$ cat config.mk
export PLATFORM = sky130hd
export DESIGN_NAME = can_multi_frame_segmenter
export DESIGN_NICKNAME = d
export VERILOG_FILES = /design/src/design/cmfs_pkg.sv /design/src/design/can_multi_frame_segmenter.sv
export SDC_FILE = /design/constraint.sdc
export NUM_CORES = 1
export LEC_CHECK = 0
export BUFFER_PORTS_ARGS = -buffer_cell sky130_fd_sc_hd__buf_4
export CAP_MARGIN = 20
export CORE_MARGIN = 1.5
export CORE_UTILIZATION = 50
export CTS_BUF_LIST = sky130_fd_sc_hd__clkbuf_8
export CTS_CLUSTER_DIAMETER = 120
export DETAILED_ROUTE_END_ITERATION = 12
export PLACE_DENSITY = 0.78
export SLEW_MARGIN = 15
export SYNTH_ARGS = -nofsm -noshare
export SYNTH_HDL_FRONTEND = slang
export SYNTH_SLANG_ARGS = --single-unit
$ cat constraint.sdc
create_clock -name clk -period 12.79 [get_ports clk]
set_input_delay 0.6395 -clock clk [delete_from_list [all_inputs] [get_ports clk]]
set_output_delay 0.6395 -clock clk [all_outputs]
set_load 0.02 [all_outputs]
$ cat src/design/cmfs_pkg.sv
// Package for the CAN multi-frame segmenter: register indexes, reset values,
// result layout and stream packing offsets. No dependencies.
package cmfs_pkg;

    // Default payload bytes per CAN frame (one byte of the eight is the tail).
    localparam int BYTES_PER_FRAME_DEF = 7;

    localparam int ID_W       = 29;
    localparam int MAX_W      = 8;
    localparam int DATA_W     = 64;
    localparam int LEN_W      = 4;
    localparam int CFG_DATA_W = 29;
    localparam int CFG_IDX_W  = 1;
    localparam int CTR_W      = 5;

    localparam logic [ID_W-1:0]  ID_RESET  = ID_W'(32'h0016_E416);
    localparam logic [MAX_W-1:0] MAX_RESET = MAX_W'(224);

    // Master tdata layout, lowest bits first, zero filled to whole bytes.
    localparam int TD_DATA_LSB = 0;
    localparam int TD_LEN_LSB  = TD_DATA_LSB + DATA_W;
    localparam int TD_ID_LSB   = TD_LEN_LSB + LEN_W;
    localparam int TD_USED_W   = TD_ID_LSB + ID_W;
    localparam int M_TDATA_W   = ((TD_USED_W + 7) / 8) * 8;

    typedef enum logic [CFG_IDX_W-1:0] {
        REG_FRAME_EXT_ID = 1'b0,
        REG_MAX_BYTES    = 1'b1
    } cfg_reg_t;

    typedef struct packed {
        logic [DATA_W-1:0] frame_data;
        logic [LEN_W-1:0]  frame_length;
        logic [ID_W-1:0]   frame_id;
        logic              length_error;
    } result_t;

endpackage

$ cat src/design/can_multi_frame_segmenter.sv
// Top level of the CAN multi-frame segmenter: byte packing, tail byte
// generation, length check and a two-entry result stage. Uses cmfs_pkg.

// The block takes one payload byte per cycle on the slave stream (tlast marks
// the final byte of a transfer) and emits one CAN frame on the master stream
// each time BYTES_PER_FRAME bytes have gathered or the transfer ends. Every
// byte is handled in the cycle it is accepted; its frame, if any, is
// registered in the result stage. The result stage holds two frames, so input
// keeps flowing while one frame waits; s_tready drops only when both entries
// are full. A transfer longer than max_bytes yields one error transaction
// (tuser set, length and data zero) and its remaining bytes are swallowed.
// Configuration writes are always ready and belong between transfers.
module can_multi_frame_segmenter
    import cmfs_pkg::*;
#(
    parameter int BYTES_PER_FRAME = BYTES_PER_FRAME_DEF
)
(
    input  logic                  clk,
    input  logic                  rst_n,
    // Slave stream. tdata: data_byte[7:0]. tlast: last_byte.
    input  logic                  s_tvalid,
    output logic                  s_tready,
    input  logic [7:0]            s_tdata,
    input  logic                  s_tlast,
    // Master stream. tdata: frame_data[63:0], frame_length[67:64],
    // frame_id[96:68], zero fill[103:97]. tuser: length_error[0].
    output logic                  m_tvalid,
    input  logic                  m_tready,
    output logic [M_TDATA_W-1:0]  m_tdata,
    output logic [0:0]            m_tuser,
    // Configuration write channel.
    input  logic                  cfg_valid,
    output logic                  cfg_ready,
    input  logic [CFG_IDX_W-1:0]  cfg_index,
    input  logic [CFG_DATA_W-1:0] cfg_data
);

    localparam int HC_W = $clog2(BYTES_PER_FRAME + 1);
    localparam int CNT_W = MAX_W + 1;

    // Configuration registers.
    logic [ID_W-1:0]  frame_ext_id_reg;
    logic [MAX_W-1:0] max_bytes_reg;

    // Transfer state.
    logic [7:0]       held_reg [BYTES_PER_FRAME];
    logic [HC_W-1:0]  held_count_reg, held_count_next;
    logic [CTR_W-1:0] frame_counter_reg, frame_counter_next;
    logic             toggle_reg, toggle_next;
    logic [MAX_W-1:0] bytes_in_transfer_reg, bytes_in_transfer_next;
    logic             aborting_reg, aborting_next;

    // Result stage: output register and skid entry behind it.
    result_t out_reg, out_next;
    logic    out_valid_reg, out_valid_next;
    result_t skid_reg, skid_next;
    logic    skid_valid_reg, skid_valid_next;

    logic             accept;
    logic             pop;
    logic             push;
    logic [CNT_W-1:0] count;
    logic [HC_W-1:0]  hc_new;
    logic             frame_done;
    logic             over_limit;
    logic [7:0]       tail;
    logic [DATA_W-1:0] frame_data;
    result_t          res;

    assign cfg_ready = 1'b1;
    assign s_tready  = !skid_valid_reg;
    assign accept    = s_tvalid && s_tready;
    assign pop       = out_valid_reg && m_tready;

    assign count      = CNT_W'(bytes_in_transfer_reg) + CNT_W'(1);
    assign over_limit = count > CNT_W'(max_bytes_reg);
    assign hc_new     = held_count_reg + HC_W'(1);
    assign frame_done = (hc_new == HC_W'(BYTES_PER_FRAME)) || s_tlast;

    // Tail: start, end, toggle, then the frame counter in the low bits.
    // Start is set when every byte so far sits in this frame.
    assign tail = {(count == CNT_W'(hc_new)), s_tlast, toggle_reg, frame_counter_reg};

    always_comb
    begin
        frame_data = '0;
        for (int p = 0; p < BYTES_PER_FRAME; p++)
        begin
            if (HC_W'(p) < held_count_reg)
                frame_data[8*p +: 8] = held_reg[p];
            else if (HC_W'(p) == held_count_reg)
                frame_data[8*p +: 8] = s_tdata;
        end
        for (int p = 0; p <= BYTES_PER_FRAME; p++)
        begin
            if (HC_W'(p) == hc_new)
                frame_data[8*p +: 8] = tail;
        end
    end

    always_comb
    begin
        res.frame_id = frame_ext_id_reg;
        if (over_limit)
        begin
            res.frame_data   = '0;
            res.frame_length = '0;
            res.length_error = 1'b1;
        end
        else
        begin
            res.frame_data   = frame_data;
            res.frame_length = LEN_W'(hc_new) + LEN_W'(1);
            res.length_error = 1'b0;
        end
    end

    // Transfer state update for one accepted byte.
    always_comb
    begin
        held_count_next        = held_count_reg;
        frame_counter_next     = frame_counter_reg;
        toggle_next            = toggle_reg;
        bytes_in_transfer_next = bytes_in_transfer_reg;
        aborting_next          = aborting_reg;
        push                   = 1'b0;
        if (accept)
        begin
            priority if (aborting_reg)
            begin
                if (s_tlast)
                begin
                    held_count_next        = '0;
                    frame_counter_next     = '0;
                    toggle_next            = 1'b0;
                    bytes_in_transfer_next = '0;
                    aborting_next          = 1'b0;
                end
            end
            else if (over_limit)
            begin
                push            = 1'b1;
                held_count_next = '0;
                if (s_tlast)
                begin
                    frame_counter_next     = '0;
                    toggle_next            = 1'b0;
                    bytes_in_transfer_next = '0;
                end
                else
                begin
                    aborting_next = 1'b1;
                end
            end
            else
            begin
                bytes_in_transfer_next = count[MAX_W-1:0];
                held_count_next        = hc_new;
                if (frame_done)
                begin
                    push            = 1'b1;
                    held_count_next = '0;
                    if (s_tlast)
                    begin
                        frame_counter_next     = '0;
                        toggle_next            = 1'b0;
                        bytes_in_transfer_next = '0;
                    end
                    else
                    begin
                        frame_counter_next = frame_counter_reg + CTR_W'(1);
                        toggle_next        = !toggle_reg;
                    end
                end
            end
        end
    end

    // Two-entry result stage; the skid entry fills only while the
    // output register is stalled.
    always_comb
    begin
        out_next        = out_reg;
        out_valid_next  = out_valid_reg;
        skid_next       = skid_reg;
        skid_valid_next = skid_valid_reg;
        if (skid_valid_reg)
        begin
            if (pop)
            begin
                out_next        = skid_reg;
                skid_valid_next = 1'b0;
            end
        end
        else if (push)
        begin
            if (!out_valid_reg || pop)
            begin
                out_next       = res;
                out_valid_next = 1'b1;
            end
            else
            begin
                skid_next       = res;
                skid_valid_next = 1'b1;
            end
        end
        else if (pop)
        begin
            out_valid_next = 1'b0;
        end
    end

    always_ff @(posedge clk or negedge rst_n)
    begin
        if (!rst_n)
        begin
            frame_ext_id_reg      <= ID_RESET;
            max_bytes_reg         <= MAX_RESET;
            held_count_reg        <= '0;
            frame_counter_reg     <= '0;
            toggle_reg            <= 1'b0;
            bytes_in_transfer_reg <= '0;
            aborting_reg          <= 1'b0;
            out_valid_reg         <= 1'b0;
            skid_valid_reg        <= 1'b0;
        end
        else
        begin
            if (cfg_valid && cfg_ready)
            begin
                unique case (cfg_reg_t'(cfg_index))
                    REG_FRAME_EXT_ID: frame_ext_id_reg <= cfg_data[ID_W-1:0];
                    REG_MAX_BYTES:    max_bytes_reg    <= cfg_data[MAX_W-1:0];
                    default:          ;
                endcase
            end
            held_count_reg        <= held_count_next;
            frame_counter_reg     <= frame_counter_next;
            toggle_reg            <= toggle_next;
            bytes_in_transfer_reg <= bytes_in_transfer_next;
            aborting_reg          <= aborting_next;
            out_valid_reg         <= out_valid_next;
            skid_valid_reg        <= skid_valid_next;
        end
    end

    // Payload storage, no reset needed.
    always_ff @(posedge clk)
    begin
        out_reg  <= out_next;
        skid_reg <= skid_next;
        if (accept && !aborting_reg && !over_limit)
        begin
            for (int i = 0; i < BYTES_PER_FRAME; i++)
            begin
                if (HC_W'(i) == held_count_reg)
                    held_reg[i] <= s_tdata;
            end
        end
    end

    assign m_tvalid = out_valid_reg;
    assign m_tuser  = out_reg.length_error;
    assign m_tdata  = M_TDATA_W'({out_reg.frame_id, out_reg.frame_length, out_reg.frame_data});

endmodule

==> flow_metrics.env <==
export IMPL_clkPwrFrac_pct=37.5
export IMPL_rows=59
export IMPL_switchingPower_w=0.000442
export IMPL_antenna_cells=0
export IMPL_dpl_hpwl_mm=18.6
export IMPL_numClockSinks=309
export IMPL_grt_antenna_before_repair=0
export IMPL_synth_cell_type_count=56
export IMPL_avgRoutedWirePerCell_um=19.0
export IMPL_die_y_um=167
export IMPL_grt_pass1_wl_mm=46.1
export IMPL_postCtsHoldBufs=0
export IMPL_power_frac_seq_pct=57.0
export IMPL_finalSetupViolCount=0
export IMPL_die_w_um=167
export IMPL_start_kind="flop"
export IMPL_post_route_min_period_ns=4.60
export IMPL_clock_root_buffer="clkbuf_8"
export IMPL_coreArea_um2=26300
export IMPL_worst_slew_pin_slew_ns=1.11
export IMPL_place_congestion=0.868
export IMPL_area_growth_pct=15.7
export IMPL_tns_ns=0
export IMPL_ir_drop_v=0.0000623
export IMPL_post_cts_buffers=0
export IMPL_syn_avg_cell_area_um2=13.0
export IMPL_p_comb_share_pct=5.5
export IMPL_insertion_delay_ns=0.57
export IMPL_drc_errors=0
export IMPL_finClkSkew_ns=0.0180
export IMPL_grt_setup_unrepaired="false"
export IMPL_end_kind="flop"
export IMPL_ys_seq_elements=309
export IMPL_syn_inst=1038
export IMPL_hold_viol=0
export IMPL_dieArea_um2=28000
export IMPL_grt_overflow=0
export IMPL_netlist_area_leader_share_pct=56.1
export IMPL_crit_arrival_ns=4.78
export IMPL_synth_async_reset_ratio_pct=18.4
export IMPL_wirelength_mm=29.2
export IMPL_io_buffers=143
export IMPL_worstPathRequired_ns=12.97
export IMPL_crit_type="flop to flop"
export IMPL_htreeDepth=2
export IMPL_p_leak_nw=5.84
export IMPL_fin_util_pct=59.4
export IMPL_yosysWarnings=0
export IMPL_clk_path_buf_depth=3
export IMPL_p_sw_share_pct=22.4
export IMPL_drt_pass1_iter_count=6
export IMPL_syn_area_um2=13500
export IMPL_power_density_nw_per_um2=127
export IMPL_synth_ff_type="edfxtp_1"
export IMPL_path_cells="ha_1 > nand3_1 > nor2_2 > xor2_1 > ha_1 > a211oi_2 > a21boi_0 > nor3_1 > a21oi_4 > inv_2 > o21ai_0 > a21oi_4 > buf_4 > buf_4"
export IMPL_via_count=8711
export IMPL_fin_crit_sh_pct=35.9
export IMPL_finalMaxSlewViolations=0
export IMPL_power_internal_w=0.00153
export IMPL_cp_top_family="buffers and inverters"
export IMPL_first_global_vias=8363
export IMPL_drtIter0Drc=827
export IMPL_synth_top_cell_by_area="edfxtp_1"
export IMPL_post_cts_resized=0
export IMPL_largest_reg_flops=98
export IMPL_hp_class="input pin to asynchronous set/reset pin"
export IMPL_synth_area_top_cells="edfxtp_1 56%, mux2_2 8.2%, dfrtp_1 8.2%, nand2_1 4.0%, dfstp_2 2.5%"
export IMPL_path_clk_slew_ns=0.06
export IMPL_worst_path_buf_inv=3
export IMPL_max_clock_freq_ghz=0.218
export IMPL_relSlewSlack_pct=25.7
export IMPL_yosysSeqAreaShare_pct=66.8
export IMPL_ios=152
export IMPL_cpPeakStageDelay_ns=0.72
export IMPL_start_util_pct=51.3
export IMPL_fillers=2040
export IMPL_tritoncts="done"
export IMPL_cap_violations=0
export IMPL_vias_per_cell=5.67
export IMPL_drtAntennaViolNets=0
export IMPL_crit_path_max_fanout=61
export IMPL_status="completed"
export IMPL_numCtsBuffers=48
export IMPL_synth_edf_count=252
export IMPL_drive_gt1_share_pct=27.9
export IMPL_grt_max_degree=110
export IMPL_crit_slowest_cell="buf_4"
export IMPL_grt_total_usage_pct=20.9
export IMPL_nets=1228
## cell families (layout without fill, tap and decap cells)
family          count (synthesis)  count (layout)  synth area share (%)
compound gates                194             194                  9.16
xor+xnor                       10              10                 0.650
fa+ha+maj                      18              18                  1.67
buf+inv                        97             254                  3.14
flops                         309             309                  66.8
mux                            99              99                  8.26
other cells                     2               8                0.0557
simple gates                  309             309                  10.2
## power groups by stage
stage          registers (W)  clock network, W  logic (W)
6_report             0.00112          0.000741   0.000109
5_1_grt              0.00113          0.000801   0.000120
4_1_cts              0.00112          0.000760   0.000108
3_5_place_dp         0.00114                 0   0.000107
3_3_place_gp         0.00114                 0   0.000104
2_1_floorplan        0.00114                 0  0.0000753
## layout by cell type, fill, tap and decap left out, drive strengths merged, types with 2 or more instances in the layout
master    count
a2bb2oi       7
conb          8
or4           4
inv          37
nor2b         8
o211ai       19
mux2         98
nor4          2
dfrtp        44
nor3b        11
a211oi        3
o21ai        45
dfstp        13
clkinvlp      2
or2           4
and3         12
nor3         11
a21oi        62
nand2       144
ha           18
a21boi        2
or3           5
nor2         77
a32o          3
a22oi         5
nand4         2
xor2          6
clkinv       10
edfxtp      252
xnor2         4
nand3        14
nand2b        5
o311ai        2
clkbuf       50
buf         154
o31ai        37
and2          8
o41ai         5
## cell usage after synthesis (3+ instances only)
| cell | count |
|---|---|
| nor2b_1 | 8 |
| o41ai_1 | 5 |
| nor3_1 | 10 |
| a21oi_1 | 61 |
| and3_1 | 12 |
| dfrtp_1 | 44 |
| nor2_1 | 76 |
| a2bb2oi_1 | 7 |
| nand2_1 | 144 |
| inv_1 | 12 |
| xor2_1 | 6 |
| nand2b_1 | 5 |
| edfxtp_1 | 252 |
| dfstp_2 | 13 |
| a32o_1 | 3 |
| inv_2 | 3 |
| buf_4 | 8 |
| or4_1 | 4 |
| mux2_2 | 98 |
| xnor2_1 | 4 |
| or3_1 | 5 |
| buf_1 | 5 |
| and2_1 | 7 |
| o211ai_1 | 19 |
| clkbuf_1 | 51 |
| nor3b_1 | 11 |
| o31ai_1 | 37 |
| nand3_1 | 14 |
| buf_2 | 16 |
| o21ai_0 | 45 |
| a22oi_1 | 5 |
| ha_1 | 18 |
## stage by stage
step | setup slack, ns | hold WS (ns) | total power, W | instances | cell area, um^2
6_report | 8.19 | 0.155 | 0.00197 | 1536 | 15600
5_1_grt | 7.75 | 0.202 | 0.00205 | 1536 | 15600
2_1_floorplan | 2.53 | 0.344 | 0.00121 | 1044 | 13500
4_1_cts | 8.19 | 0.163 | 0.00199 | 1536 | 15600
3_5_place_dp | 8.21 | 0.460 | 0.00125 | 1451 | 14700
3_3_place_gp | 8.36 | 0.451 | 0.00125 | 1451 | 14700
## worst paths after layout
check                                                     start                               to  slack (ns)  cells past startpoint
max                        bytes_in_transfer_reg[0]$_DFFE_PN0P_            m_tdata[18]$_DFFE_PP_        8.19                     14
min                                                       rst_n  frame_ext_id_reg[0]$_DFFE_PN0P_        0.15                      1
max reg2reg                bytes_in_transfer_reg[0]$_DFFE_PN0P_            m_tdata[18]$_DFFE_PP_        8.19                     14
min reg2reg                    frame_ext_id_reg[27]$_DFFE_PN0P_           skid_reg[28]$_DFFE_PP_        0.47                      0
max in group asynchronous                                 rst_n         skid_valid_reg$_DFF_PN0_       12.07                      1
min in group clk                                    cfg_data[9]  frame_ext_id_reg[9]$_DFFE_PN0P_        0.30                      2
## cell type report
type	count	area, um^2	share of cell area [%]
repair buffers	154	1160	7.41
multi-input cells	638	4100	26.3
well taps	335	419	2.69
inverters	15	56.3	0.361
clock buffers	50	688	4.41
clock inverters	35	168	1.07
flip-flops and latches	309	9010	57.8
## per-layer routing
layer  global-route usage, %  up-vias  wire [um]
li1                        -     4062          -
met1                    29.7     4193      12700
met2                    32.4      406      13600
met3                    4.16       50       2270
met4                    7.25        0        606
met5                       0        -          0
Note: power is estimated with default switching activity, not from simulation.
